--- config.mk ---
export PLATFORM = sky130hd
export DESIGN_NAME = imu_ankle_pd_balance_unit
export DESIGN_NICKNAME = d
export VERILOG_FILES = /design/src/hw/rtl/iapb_pkg.sv /design/src/hw/rtl/iapb_lane.sv /design/src/hw/rtl/iapb_merge.sv /design/src/hw/rtl/imu_ankle_pd_balance_unit.sv
export SDC_FILE = /design/constraint.sdc
export NUM_CORES = 2
export LEC_CHECK = 0
export BUFFER_PORTS_ARGS = -buffer_cell sky130_fd_sc_hd__buf_2
export CAP_MARGIN = 20
export CELL_PAD_IN_SITES_DETAIL_PLACEMENT = 1
export CELL_PAD_IN_SITES_GLOBAL_PLACEMENT = 2
export CORE_ASPECT_RATIO = 0.6
export CORE_UTILIZATION = 40
export CTS_BUF_LIST = sky130_fd_sc_hd__clkbuf_8
export CTS_CLUSTER_DIAMETER = 50
export CTS_CLUSTER_SIZE = 28
export DETAILED_ROUTE_END_ITERATION = 16
export PLACE_DENSITY = 0.83
export SKIP_LAST_GASP = 1
export SLEW_MARGIN = 20
export SYNTH_ARGS = -nofsm -noshare
export SYNTH_HDL_FRONTEND = slang
export SYNTH_HIERARCHICAL = 1
export SYNTH_SLANG_ARGS = --single-unit
--- constraint.sdc ---
create_clock -name clk -period 20.8 [get_ports clk]
set_input_delay 4.16 -clock clk [delete_from_list [all_inputs] [get_ports clk]]
set_output_delay 4.16 -clock clk [all_outputs]
set_load 0.005 [all_outputs]
--- src/hw/rtl/iapb_pkg.sv ---
// shared types and constants of the ankle balance controller
package iapb_pkg;

  // field and register widths
  localparam int ANGLE_W   = 16;
  localparam int KEEP_W    = 17;
  localparam int MAXC_W    = 15;
  localparam int CFG_W     = 17;
  localparam int CFG_IDX_W = 3;
  localparam int FILT_W    = 24;
  localparam int MUL_A_W   = 18;
  localparam int MUL_B_W   = FILT_W + 1;
  localparam int PROD_W    = MUL_A_W + MUL_B_W;
  localparam int ACC_W     = PROD_W + 1;
  localparam int CORR_W    = ACC_W - 16;
  localparam int FRAC_SHIFT = 16;

  // unity keep ratio and rounding constants
  localparam logic [KEEP_W-1:0]        ONE_Q16   = 17'd65536;
  localparam logic signed [PROD_W-1:0] PROD_HALF = 43'sd32768;
  localparam logic signed [ACC_W-1:0]  ACC_HALF  = 44'sd32768;

  // configuration register indexes
  localparam logic [CFG_IDX_W-1:0] REG_KEEP_RATIO       = 3'd0;
  localparam logic [CFG_IDX_W-1:0] REG_PITCH_ANGLE_GAIN = 3'd1;
  localparam logic [CFG_IDX_W-1:0] REG_PITCH_RATE_GAIN  = 3'd2;
  localparam logic [CFG_IDX_W-1:0] REG_ROLL_ANGLE_GAIN  = 3'd3;
  localparam logic [CFG_IDX_W-1:0] REG_ROLL_RATE_GAIN   = 3'd4;
  localparam logic [CFG_IDX_W-1:0] REG_MAX_CORRECTION   = 3'd5;

  // gain pair of one axis lane
  typedef struct packed {
    logic signed [ANGLE_W-1:0] angle_gain;
    logic signed [ANGLE_W-1:0] rate_gain;
  } lane_gain_t;

  // lane sequencer steps
  typedef enum logic [2:0] {
    L_IDLE,
    L_FILT_ANGLE,
    L_FILT_RATE,
    L_MUL_P,
    L_MUL_D,
    L_SUM,
    L_CLAMP,
    L_DONE
  } lane_step_t;

  // top level control states
  typedef enum logic [1:0] {
    T_IDLE,
    T_RUN,
    T_WAIT
  } top_state_t;

endpackage

--- src/hw/rtl/iapb_lane.sv ---
// one axis lane: angle and rate low-pass filters and saturated pd correction
module iapb_lane import iapb_pkg::*; (
  input  logic                      clk,
  input  logic                      rst,
  input  logic                      start,
  input  logic                      kind,
  input  logic signed [ANGLE_W-1:0] angle,
  input  logic signed [ANGLE_W-1:0] rate,
  input  logic [KEEP_W-1:0]         keep,
  input  lane_gain_t                gain,
  input  logic [MAXC_W-1:0]         max_corr,
  output logic                      done,
  output logic signed [ANGLE_W-1:0] corr
);

  lane_step_t step, step_next;

  logic signed [FILT_W-1:0]  filt_angle;
  logic signed [FILT_W-1:0]  filt_rate;
  logic signed [PROD_W-1:0]  prod;
  logic signed [ACC_W-1:0]   acc;

  logic [KEEP_W-1:0]         k_eff;
  logic signed [FILT_W-1:0]  x_angle;
  logic signed [FILT_W-1:0]  x_rate;
  logic signed [FILT_W-1:0]  x_sel;
  logic signed [MUL_B_W-1:0] diff_angle;
  logic signed [MUL_B_W-1:0] diff_rate;
  logic signed [MUL_A_W-1:0] mul_a;
  logic signed [MUL_B_W-1:0] mul_b;
  logic signed [PROD_W-1:0]  mul_out;
  logic signed [PROD_W-1:0]  prod_round;
  logic signed [FILT_W:0]    filt_upd;
  logic signed [ACC_W-1:0]   prod_x4;
  logic signed [ACC_W-1:0]   acc_round;
  logic signed [CORR_W-1:0]  corr_raw;
  logic signed [CORR_W-1:0]  lim_pos;
  logic signed [CORR_W-1:0]  lim_neg;
  logic signed [CORR_W-1:0]  corr_clamp;

  // keep ratio above one holds the filter
  assign k_eff = (keep > ONE_Q16) ? ONE_Q16 : keep;

  // samples scaled up to the filter format
  assign x_angle = {angle, 8'b0};
  assign x_rate  = {rate, 8'b0};
  assign diff_angle = {filt_angle[FILT_W-1], filt_angle} - {x_angle[FILT_W-1], x_angle};
  assign diff_rate  = {filt_rate[FILT_W-1], filt_rate} - {x_rate[FILT_W-1], x_rate};

  // operand selection for the shared multiplier
  always_comb begin
    unique case (step)
      L_FILT_ANGLE: begin
        mul_a = $signed({1'b0, k_eff});
        mul_b = diff_angle;
      end
      L_FILT_RATE: begin
        mul_a = $signed({1'b0, k_eff});
        mul_b = diff_rate;
      end
      L_MUL_P: begin
        mul_a = {{(MUL_A_W-ANGLE_W){gain.angle_gain[ANGLE_W-1]}}, gain.angle_gain};
        mul_b = {filt_angle[FILT_W-1], filt_angle};
      end
      L_MUL_D: begin
        mul_a = {{(MUL_A_W-ANGLE_W){gain.rate_gain[ANGLE_W-1]}}, gain.rate_gain};
        mul_b = {filt_rate[FILT_W-1], filt_rate};
      end
      default: begin
        mul_a = '0;
        mul_b = '0;
      end
    endcase
  end

  assign mul_out = mul_a * mul_b;

  // filter update: sample plus rounded weighted difference
  assign x_sel      = (step == L_MUL_P) ? x_rate : x_angle;
  assign prod_round = (prod + PROD_HALF) >>> FRAC_SHIFT;
  assign filt_upd   = {x_sel[FILT_W-1], x_sel} + prod_round[FILT_W:0];

  // pd sum rounding and limit
  assign prod_x4   = {prod[PROD_W-2:0], 2'b00};
  assign acc_round = (acc + ACC_HALF) >>> FRAC_SHIFT;
  assign corr_raw  = acc_round[CORR_W-1:0];
  assign lim_pos   = $signed({{(CORR_W-MAXC_W){1'b0}}, max_corr});
  assign lim_neg   = -lim_pos;

  always_comb begin
    priority if (corr_raw > lim_pos) begin
      corr_clamp = lim_pos;
    end else if (corr_raw < lim_neg) begin
      corr_clamp = lim_neg;
    end else begin
      corr_clamp = corr_raw;
    end
  end

  // step register
  always_ff @(posedge clk) begin
    if (rst) begin
      step <= L_IDLE;
    end else begin
      step <= step_next;
    end
  end

  // step sequence
  always_comb begin
    unique case (step)
      L_IDLE:       step_next = start ? L_FILT_ANGLE : L_IDLE;
      L_FILT_ANGLE: step_next = L_FILT_RATE;
      L_FILT_RATE:  step_next = L_MUL_P;
      L_MUL_P:      step_next = L_MUL_D;
      L_MUL_D:      step_next = L_SUM;
      L_SUM:        step_next = L_CLAMP;
      L_CLAMP:      step_next = L_DONE;
      L_DONE:       step_next = L_IDLE;
      default:      step_next = L_IDLE;
    endcase
  end

  assign done = (step == L_DONE);

  // filter state
  always_ff @(posedge clk) begin
    if (rst) begin
      filt_angle <= '0;
      filt_rate  <= '0;
    end else begin
      if (step == L_FILT_RATE) begin
        filt_angle <= kind ? x_angle : filt_upd[FILT_W-1:0];
      end
      if (step == L_MUL_P) begin
        filt_rate <= kind ? x_rate : filt_upd[FILT_W-1:0];
      end
    end
  end

  // product, accumulator and correction
  always_ff @(posedge clk) begin
    prod <= mul_out;
    if (step == L_MUL_D) begin
      acc <= {prod[PROD_W-1], prod};
    end
    if (step == L_SUM) begin
      acc <= acc + prod_x4;
    end
    if (step == L_CLAMP) begin
      corr <= kind ? '0 : corr_clamp[ANGLE_W-1:0];
    end
  end

endmodule

--- src/hw/rtl/iapb_merge.sv ---
// merging stage: ankle sums with saturation and the output register
module iapb_merge import iapb_pkg::*; (
  input  logic                      clk,
  input  logic                      rst,
  input  logic                      load,
  input  logic                      out_stall,
  input  logic signed [ANGLE_W-1:0] pitch_corr,
  input  logic signed [ANGLE_W-1:0] roll_corr,
  input  logic signed [ANGLE_W-1:0] left_pitch_cmd,
  input  logic signed [ANGLE_W-1:0] right_pitch_cmd,
  input  logic signed [ANGLE_W-1:0] left_roll_cmd,
  input  logic signed [ANGLE_W-1:0] right_roll_cmd,
  output logic                      free,
  output logic                      out_valid,
  output logic signed [ANGLE_W-1:0] pitch_correction,
  output logic signed [ANGLE_W-1:0] roll_correction,
  output logic signed [ANGLE_W-1:0] left_pitch_out,
  output logic signed [ANGLE_W-1:0] right_pitch_out,
  output logic signed [ANGLE_W-1:0] left_roll_out,
  output logic signed [ANGLE_W-1:0] right_roll_out
);

  localparam logic signed [ANGLE_W:0] SUM_MAX = 17'sd32767;
  localparam logic signed [ANGLE_W:0] SUM_MIN = -17'sd32768;

  // saturating add into the angle range
  function automatic logic signed [ANGLE_W-1:0] sat_add(
    input logic signed [ANGLE_W-1:0] a,
    input logic signed [ANGLE_W-1:0] b
  );
    logic signed [ANGLE_W:0] s;
    s = {a[ANGLE_W-1], a} + {b[ANGLE_W-1], b};
    if (s > SUM_MAX) begin
      return SUM_MAX[ANGLE_W-1:0];
    end else if (s < SUM_MIN) begin
      return SUM_MIN[ANGLE_W-1:0];
    end
    return s[ANGLE_W-1:0];
  endfunction

  assign free = !out_valid || !out_stall;

  // output valid flag
  always_ff @(posedge clk) begin
    if (rst) begin
      out_valid <= 1'b0;
    end else if (load) begin
      out_valid <= 1'b1;
    end else if (!out_stall) begin
      out_valid <= 1'b0;
    end
  end

  // result register
  always_ff @(posedge clk) begin
    if (load) begin
      pitch_correction <= pitch_corr;
      roll_correction  <= roll_corr;
      left_pitch_out   <= sat_add(left_pitch_cmd, pitch_corr);
      right_pitch_out  <= sat_add(right_pitch_cmd, pitch_corr);
      left_roll_out    <= sat_add(left_roll_cmd, roll_corr);
      right_roll_out   <= sat_add(right_roll_cmd, roll_corr);
    end
  end

endmodule

--- src/hw/rtl/imu_ankle_pd_balance_unit.sv ---
// top level of the imu ankle balance controller: config, lanes and merge
//
//   channel  handshake             payload
//   in       in_valid / in_stall   kind, torso angles, gyro rates, ankle commands
//   out      out_valid / out_stall corrections and corrected ankle angles
//   cfg      cfg_write_en          cfg_index, cfg_data
//
// a result passes seven lane steps in the pitch and roll lanes (one shared
// multiplier per lane, four products each) and then the wait state, which
// hands it to the output register once that register is free.
// rst is synchronous; it clears filters, config registers, states and out_valid.
// a new request is taken once the previous one has been loaded into the
// output register, even while that result still waits there under out_stall.
module imu_ankle_pd_balance_unit import iapb_pkg::*; (
  input  logic                      clk,
  input  logic                      rst,
  input  logic                      cfg_write_en,
  input  logic [CFG_IDX_W-1:0]      cfg_index,
  input  logic [CFG_W-1:0]          cfg_data,
  input  logic                      in_valid,
  output logic                      in_stall,
  input  logic                      kind,
  input  logic signed [ANGLE_W-1:0] torso_roll,
  input  logic signed [ANGLE_W-1:0] torso_pitch,
  input  logic signed [ANGLE_W-1:0] rate_roll,
  input  logic signed [ANGLE_W-1:0] rate_pitch,
  input  logic signed [ANGLE_W-1:0] left_pitch_in,
  input  logic signed [ANGLE_W-1:0] right_pitch_in,
  input  logic signed [ANGLE_W-1:0] left_roll_in,
  input  logic signed [ANGLE_W-1:0] right_roll_in,
  output logic                      out_valid,
  input  logic                      out_stall,
  output logic signed [ANGLE_W-1:0] pitch_correction,
  output logic signed [ANGLE_W-1:0] roll_correction,
  output logic signed [ANGLE_W-1:0] left_pitch_out,
  output logic signed [ANGLE_W-1:0] right_pitch_out,
  output logic signed [ANGLE_W-1:0] left_roll_out,
  output logic signed [ANGLE_W-1:0] right_roll_out
);

  top_state_t state, state_next;

  logic [KEEP_W-1:0] keep_ratio;
  lane_gain_t        pitch_gain;
  lane_gain_t        roll_gain;
  logic [MAXC_W-1:0] max_correction;

  logic                      req_kind;
  logic signed [ANGLE_W-1:0] req_roll;
  logic signed [ANGLE_W-1:0] req_pitch;
  logic signed [ANGLE_W-1:0] req_rate_roll;
  logic signed [ANGLE_W-1:0] req_rate_pitch;
  logic signed [ANGLE_W-1:0] req_left_pitch;
  logic signed [ANGLE_W-1:0] req_right_pitch;
  logic signed [ANGLE_W-1:0] req_left_roll;
  logic signed [ANGLE_W-1:0] req_right_roll;

  logic                      accept;
  logic                      pitch_done;
  logic                      roll_done;
  logic signed [ANGLE_W-1:0] pitch_corr;
  logic signed [ANGLE_W-1:0] roll_corr;
  logic                      out_free;
  logic                      load;

  // configuration registers
  always_ff @(posedge clk) begin
    if (rst) begin
      keep_ratio     <= '0;
      pitch_gain     <= '0;
      roll_gain      <= '0;
      max_correction <= '0;
    end else if (cfg_write_en) begin
      unique case (cfg_index)
        REG_KEEP_RATIO:       keep_ratio            <= cfg_data;
        REG_PITCH_ANGLE_GAIN: pitch_gain.angle_gain <= cfg_data[ANGLE_W-1:0];
        REG_PITCH_RATE_GAIN:  pitch_gain.rate_gain  <= cfg_data[ANGLE_W-1:0];
        REG_ROLL_ANGLE_GAIN:  roll_gain.angle_gain  <= cfg_data[ANGLE_W-1:0];
        REG_ROLL_RATE_GAIN:   roll_gain.rate_gain   <= cfg_data[ANGLE_W-1:0];
        REG_MAX_CORRECTION:   max_correction        <= cfg_data[MAXC_W-1:0];
        default: ;
      endcase
    end
  end

  assign in_stall = (state != T_IDLE);
  assign accept   = in_valid && !in_stall;

  // request latch
  always_ff @(posedge clk) begin
    if (accept) begin
      req_kind        <= kind;
      req_roll        <= torso_roll;
      req_pitch       <= torso_pitch;
      req_rate_roll   <= rate_roll;
      req_rate_pitch  <= rate_pitch;
      req_left_pitch  <= left_pitch_in;
      req_right_pitch <= right_pitch_in;
      req_left_roll   <= left_roll_in;
      req_right_roll  <= right_roll_in;
    end
  end

  // control state register
  always_ff @(posedge clk) begin
    if (rst) begin
      state <= T_IDLE;
    end else begin
      state <= state_next;
    end
  end

  // next state and result hand-over
  always_comb begin
    state_next = state;
    load       = 1'b0;
    unique case (state)
      T_IDLE: begin
        if (accept) state_next = T_RUN;
      end
      T_RUN: begin
        if (pitch_done && roll_done) state_next = T_WAIT;
      end
      T_WAIT: begin
        if (out_free) begin
          load       = 1'b1;
          state_next = T_IDLE;
        end
      end
      default: state_next = T_IDLE;
    endcase
  end

  // pitch axis lane
  iapb_lane u_pitch_lane (
    .clk      (clk),
    .rst      (rst),
    .start    (accept),
    .kind     (req_kind),
    .angle    (req_pitch),
    .rate     (req_rate_pitch),
    .keep     (keep_ratio),
    .gain     (pitch_gain),
    .max_corr (max_correction),
    .done     (pitch_done),
    .corr     (pitch_corr)
  );

  // roll axis lane
  iapb_lane u_roll_lane (
    .clk      (clk),
    .rst      (rst),
    .start    (accept),
    .kind     (req_kind),
    .angle    (req_roll),
    .rate     (req_rate_roll),
    .keep     (keep_ratio),
    .gain     (roll_gain),
    .max_corr (max_correction),
    .done     (roll_done),
    .corr     (roll_corr)
  );

  // merge corrections into the ankle commands
  iapb_merge u_merge (
    .clk              (clk),
    .rst              (rst),
    .load             (load),
    .out_stall        (out_stall),
    .pitch_corr       (pitch_corr),
    .roll_corr        (roll_corr),
    .left_pitch_cmd   (req_left_pitch),
    .right_pitch_cmd  (req_right_pitch),
    .left_roll_cmd    (req_left_roll),
    .right_roll_cmd   (req_right_roll),
    .free             (out_free),
    .out_valid        (out_valid),
    .pitch_correction (pitch_correction),
    .roll_correction  (roll_correction),
    .left_pitch_out   (left_pitch_out),
    .right_pitch_out  (right_pitch_out),
    .left_roll_out    (left_roll_out),
    .right_roll_out   (right_roll_out)
  );

endmodule

==> flow_summary.json <==
{
  "rsz0062_at_grt": "false",
  "synth_area_um2": 72100,
  "min_delay_path_depth": 2,
  "cp.buffers_inverters": 5,
  "finalHoldViolations": 0,
  "cts_setup_buffers": 0,
  "cpMostUsedCell": "fa_1",
  "internal-power_uw": 2140,
  "skew_ns": 0.0874,
  "synthXorXnorAreaFrac_pct": 4.60,
  "tritoncts": "done",
  "gr-total-overflow": 0,
  "grt_pass1_vias": 61289,
  "cp.arrival_ns": 10.72,
  "antenna_found_initial": 28,
  "cp_slowest_stage_delay_ns": 0.66,
  "clock_path_buffers": 3,
  "first_iter_violations": 5331,
  "synth_top_family_by_area": "adder cells",
  "syn_nets": 9554,
  "routed_wl_um": 260000,
  "pwr-share-clk_pct": 33.7,
  "synthAdderAreaFrac_pct": 35.1,
  "drive_above_1_share_pct": 7.98,
  "slew-limit-headroom_pct": 18.9,
  "critPathCapture": "u_pitch_lane/prod[41]",
  "die_h_um": 331,
  "ys_warn_count": 6,
  "post-route-drc-count": 0,
  "pwr-share-comb_pct": 24.4,
  "core-area_um2": 179000,
  "dp_hpwl_um": 209000,
  "yosys.area_share.simple_pct": 15.8,
  "r2r-end": "u_pitch_lane/prod[41]",
  "power_density_nw_per_um2": 43.3,
  "cts-root-buf": "clkbuf_8",
  "drt_first_pass_iters": 5,
  "asyncSetResetFlopFracSynth_pct": 0,
  "cts_sinks": 628,
  "worstSetupPathDepth": 31,
  "outcome": "completed",
  "layout.nets": 9704,
  "worst_setup_path_end_kind": "flop",
  "slew_viol_final": 0,
  "grt_pass1_wl_um": 388000,
  "power.leakage_uw": 0.0353,
  "r2r-start": "req_pitch[0]",
  "swShare_pct": 36.6,
  "ant_nets": 0,
  "ios": 252,
  "required_ns": 21.52,
  "synth_edf_count": 341,
  "area_growth_pct": 8.38,
  "fmax_mhz": 100,
  "post-place-ws_ns": 10.97,
  "start_util_pct": 40.3,
  "cpMaxStageDelayCell": "nor2_1",
  "r2r_slack_ns": 10.80,
  "register_area_um2": 16000,
  "cap_viol_max_count": 0,
  "p_sw_uw": 1240,
  "place.gp.congestion": 0.942,
  "multiInputGateArea_um2": 50500,
  "grt_max_degree": 109,
  "synth.area.mux_share_pct": 1.81,
  "io_buffer_count": 251,
  "synth.avg_cell_area_um2": 9.05,
  "cts_buffers": 90,
  "worst_slew_pin_slew_ns": 1.21,
  "crit_fanout": 10,
  "yosysUniqueCellTypes": 109,
  "wl_per_cell_um": 24.6,
  "n_fill_cell": 20752,
  "clk_latency_ns": 0.86,
  "cp_top_family": "adder cells",
  "viasPerCell": 5.64,
  "rows": 120,
  "irDropWorstVdd_mv": 0.0525,
  "num_vias": 59651,
  "startpoint_type": "flop",
  "holdBufCountCts": 0,
  "p_seq_share_pct": 41.8,
  "hold_path_class": "reg2reg",
  "cts_max_level": 3,
  "critical_path_class": "reg2reg",
  "yosysSeqAreaShare_pct": 22.2,
  "synth-compound-area-share_pct": 12.6,
  "ys_seq_elements": 628,
  "r2r_cells": 31,
  "critPathLaunch": "req_pitch[0]",
  "worst_slack_ns": 10.80,
  "grt.total_usage_pct": 28.3,
  "ys_dominant_reg_cell": "edfxtp_1",
  "setup-tns-final_ns": 0,
  "die_area_um2": 182000,
  "clk_pin_slew_ns": 0.09,
  "setup-violations-final": 0,
  "syn_inst": 7962,
  "min_period_over_period_pct": 48.1,
  "period_needed_ns": 10.0,
  "die_x_um": 550,
  "whs_ns": 0.470,
  "cts-resized-gates": 0
}
## sequential cells by signal, indices dropped and copies added, names as in the netlist, 32 cells and up
signal	cells
u_pitch_lane/prod	43
u_roll_lane/prod	43
u_pitch_lane/acc	42
u_roll_lane/acc	42
pitch_gain	32
roll_gain	32
## metrics by stage
stage / power [uW] / util, % / cell area, um^2 / cells
2_1_floorplan: 1940 / - / 72100 / 7962
3_3_place_gp: 2220 / 42.6 / 76000 / 10396
3_5_place_dp: 2240 / 42.6 / 76000 / 10396
4_1_cts: 3390 / 43.7 / 78100 / 10564
5_1_grt: 3520 / 43.7 / 78100 / 10572
6_report: 3380 / 43.7 / 78100 / 10579
## routing by layer
| metal | share of wire [%] | GRT usage (%) |
|---|---|---|
| met1 | 50 | 44.5 |
| met2 | 39 | 38.9 |
| met3 | 9.8 | 6.89 |
| met4 | 1.4 | 4.65 |
| met5 | 0.015 | 0 |
## cell usage after synthesis (11+ instances only)
library cell,number,share of area (%)
o21ai_1,16,0.11
a2111oi_0,16,0.19
xnor2_1,243,3.0
nand2b_1,179,1.6
a211o_1,18,0.22
o21a_1,55,0.57
a22oi_1,59,0.61
or2_2,24,0.21
fa_1,894,25
or4_1,11,0.11
maj3_1,53,0.74
o21ai_0,264,1.8
nor2_1,590,3.1
o32ai_1,17,0.21
nand2_1,1008,5.2
and2_1,128,1.1
a31oi_1,39,0.34
buf_1,18,0.094
mux2i_1,121,1.7
ha_1,544,9.4
inv_1,1194,6.2
nor3b_1,16,0.17
a21o_1,109,1.1
nor4_1,32,0.28
a21boi_0,14,0.15
buf_2,23,0.16
o31ai_1,29,0.30
or3_1,33,0.29
nor2b_1,52,0.45
nand4_1,59,0.51
a211oi_1,113,1.2
a22o_1,26,0.32
o211ai_1,35,0.36
edfxtp_1,341,14
xor2_1,134,1.6
a21oi_1,372,2.6
nand3_1,107,0.74
clkbuf_1,250,1.3
dfxtp_1,287,8.0
nor3_1,113,0.78
and3_1,54,0.47
o21bai_1,20,0.21
## power groups by stage
stage	combinational (uW)	clock [uW]	sequential (uW)
3_3_place_gp	779	0	1440
2_1_floorplan	529	0	1410
3_5_place_dp	802	0	1440
6_report	826	1140	1410
5_1_grt	889	1210	1420
4_1_cts	807	1170	1410
## worst min-delay path by stage
stage	start	to	slack, ns
2_1_floorplan	state[1]	state[0]	0.43
3_5_place_dp	u_pitch_lane/filt_angle[0]	u_pitch_lane/filt_angle[0]	0.46
3_3_place_gp	u_pitch_lane/filt_rate[0]	u_pitch_lane/filt_rate[0]	0.45
6_report	u_pitch_lane/filt_angle[0]	u_pitch_lane/filt_angle[0]	0.47
4_1_cts	u_pitch_lane/filt_rate[4]	u_pitch_lane/filt_rate[4]	0.47
5_1_grt	u_pitch_lane/filt_rate[0]	u_pitch_lane/filt_rate[0]	0.49
## cells by family (layout without fill, tap and decap cells)
logic type,after synthesis,count (layout)
AND/OR/NAND/NOR,2463,2463
buffers and inverters,1500,1726
adder cells (fa/ha/maj),1497,1497
AO/OA/AOI/OAI,1367,1367
flip-flops,628,628
XOR/XNOR,378,378
multiplexers,129,129
other,0,12
## worst min-delay path, stage by stage, from the launching register on
cell and delay (ns):
dfxtp_1 0.32, nand2_1 0.05, a21oi_1 0.05
## cell type report
cell class / count / share of cell area [%]
clock buffer: 91 / 1.60
clock inverter: 77 / 0.977
inverter: 1194 / 5.74
sequential: 628 / 20.5
antenna: 12 / 0.0384
timing repair buffer: 364 / 2.71
multi-input combinational: 5834 / 64.7
tap: 2379 / 3.81
## cells in the final DEF (no fill, tap or decap), types with 16 or more instances in the layout
master / instances
ha_1: 544
nor4_1: 32
nand2b_1: 179
fa_1: 894
or2_2: 24
nor2b_1: 52
a22oi_1: 59
a21o_1: 109
a31oi_1: 39
maj3_1: 53
nand4_1: 59
dfxtp_1: 287
o211ai_1: 35
o31ai_1: 28
buf_2: 250
nor3_1: 112
edfxtp_1: 341
mux2i_1: 121
o32ai_1: 17
a21oi_1: 369
and2_1: 128
a211oi_1: 111
clkbuf_8: 91
o21a_1: 55
a2111oi_0: 16
buf_4: 112
inv_1: 1198
and3_1: 54
a211o_1: 18
nand2_1: 1005
nor3b_1: 16
o21ai_0: 264
xnor2_1: 243
nand3_1: 107
xor2_1: 133
inv_6: 16
a22o_1: 26
or3_1: 33
nor2_1: 583
o21bai_1: 20
No activity file was read; power rests on OpenSTA's default activity.
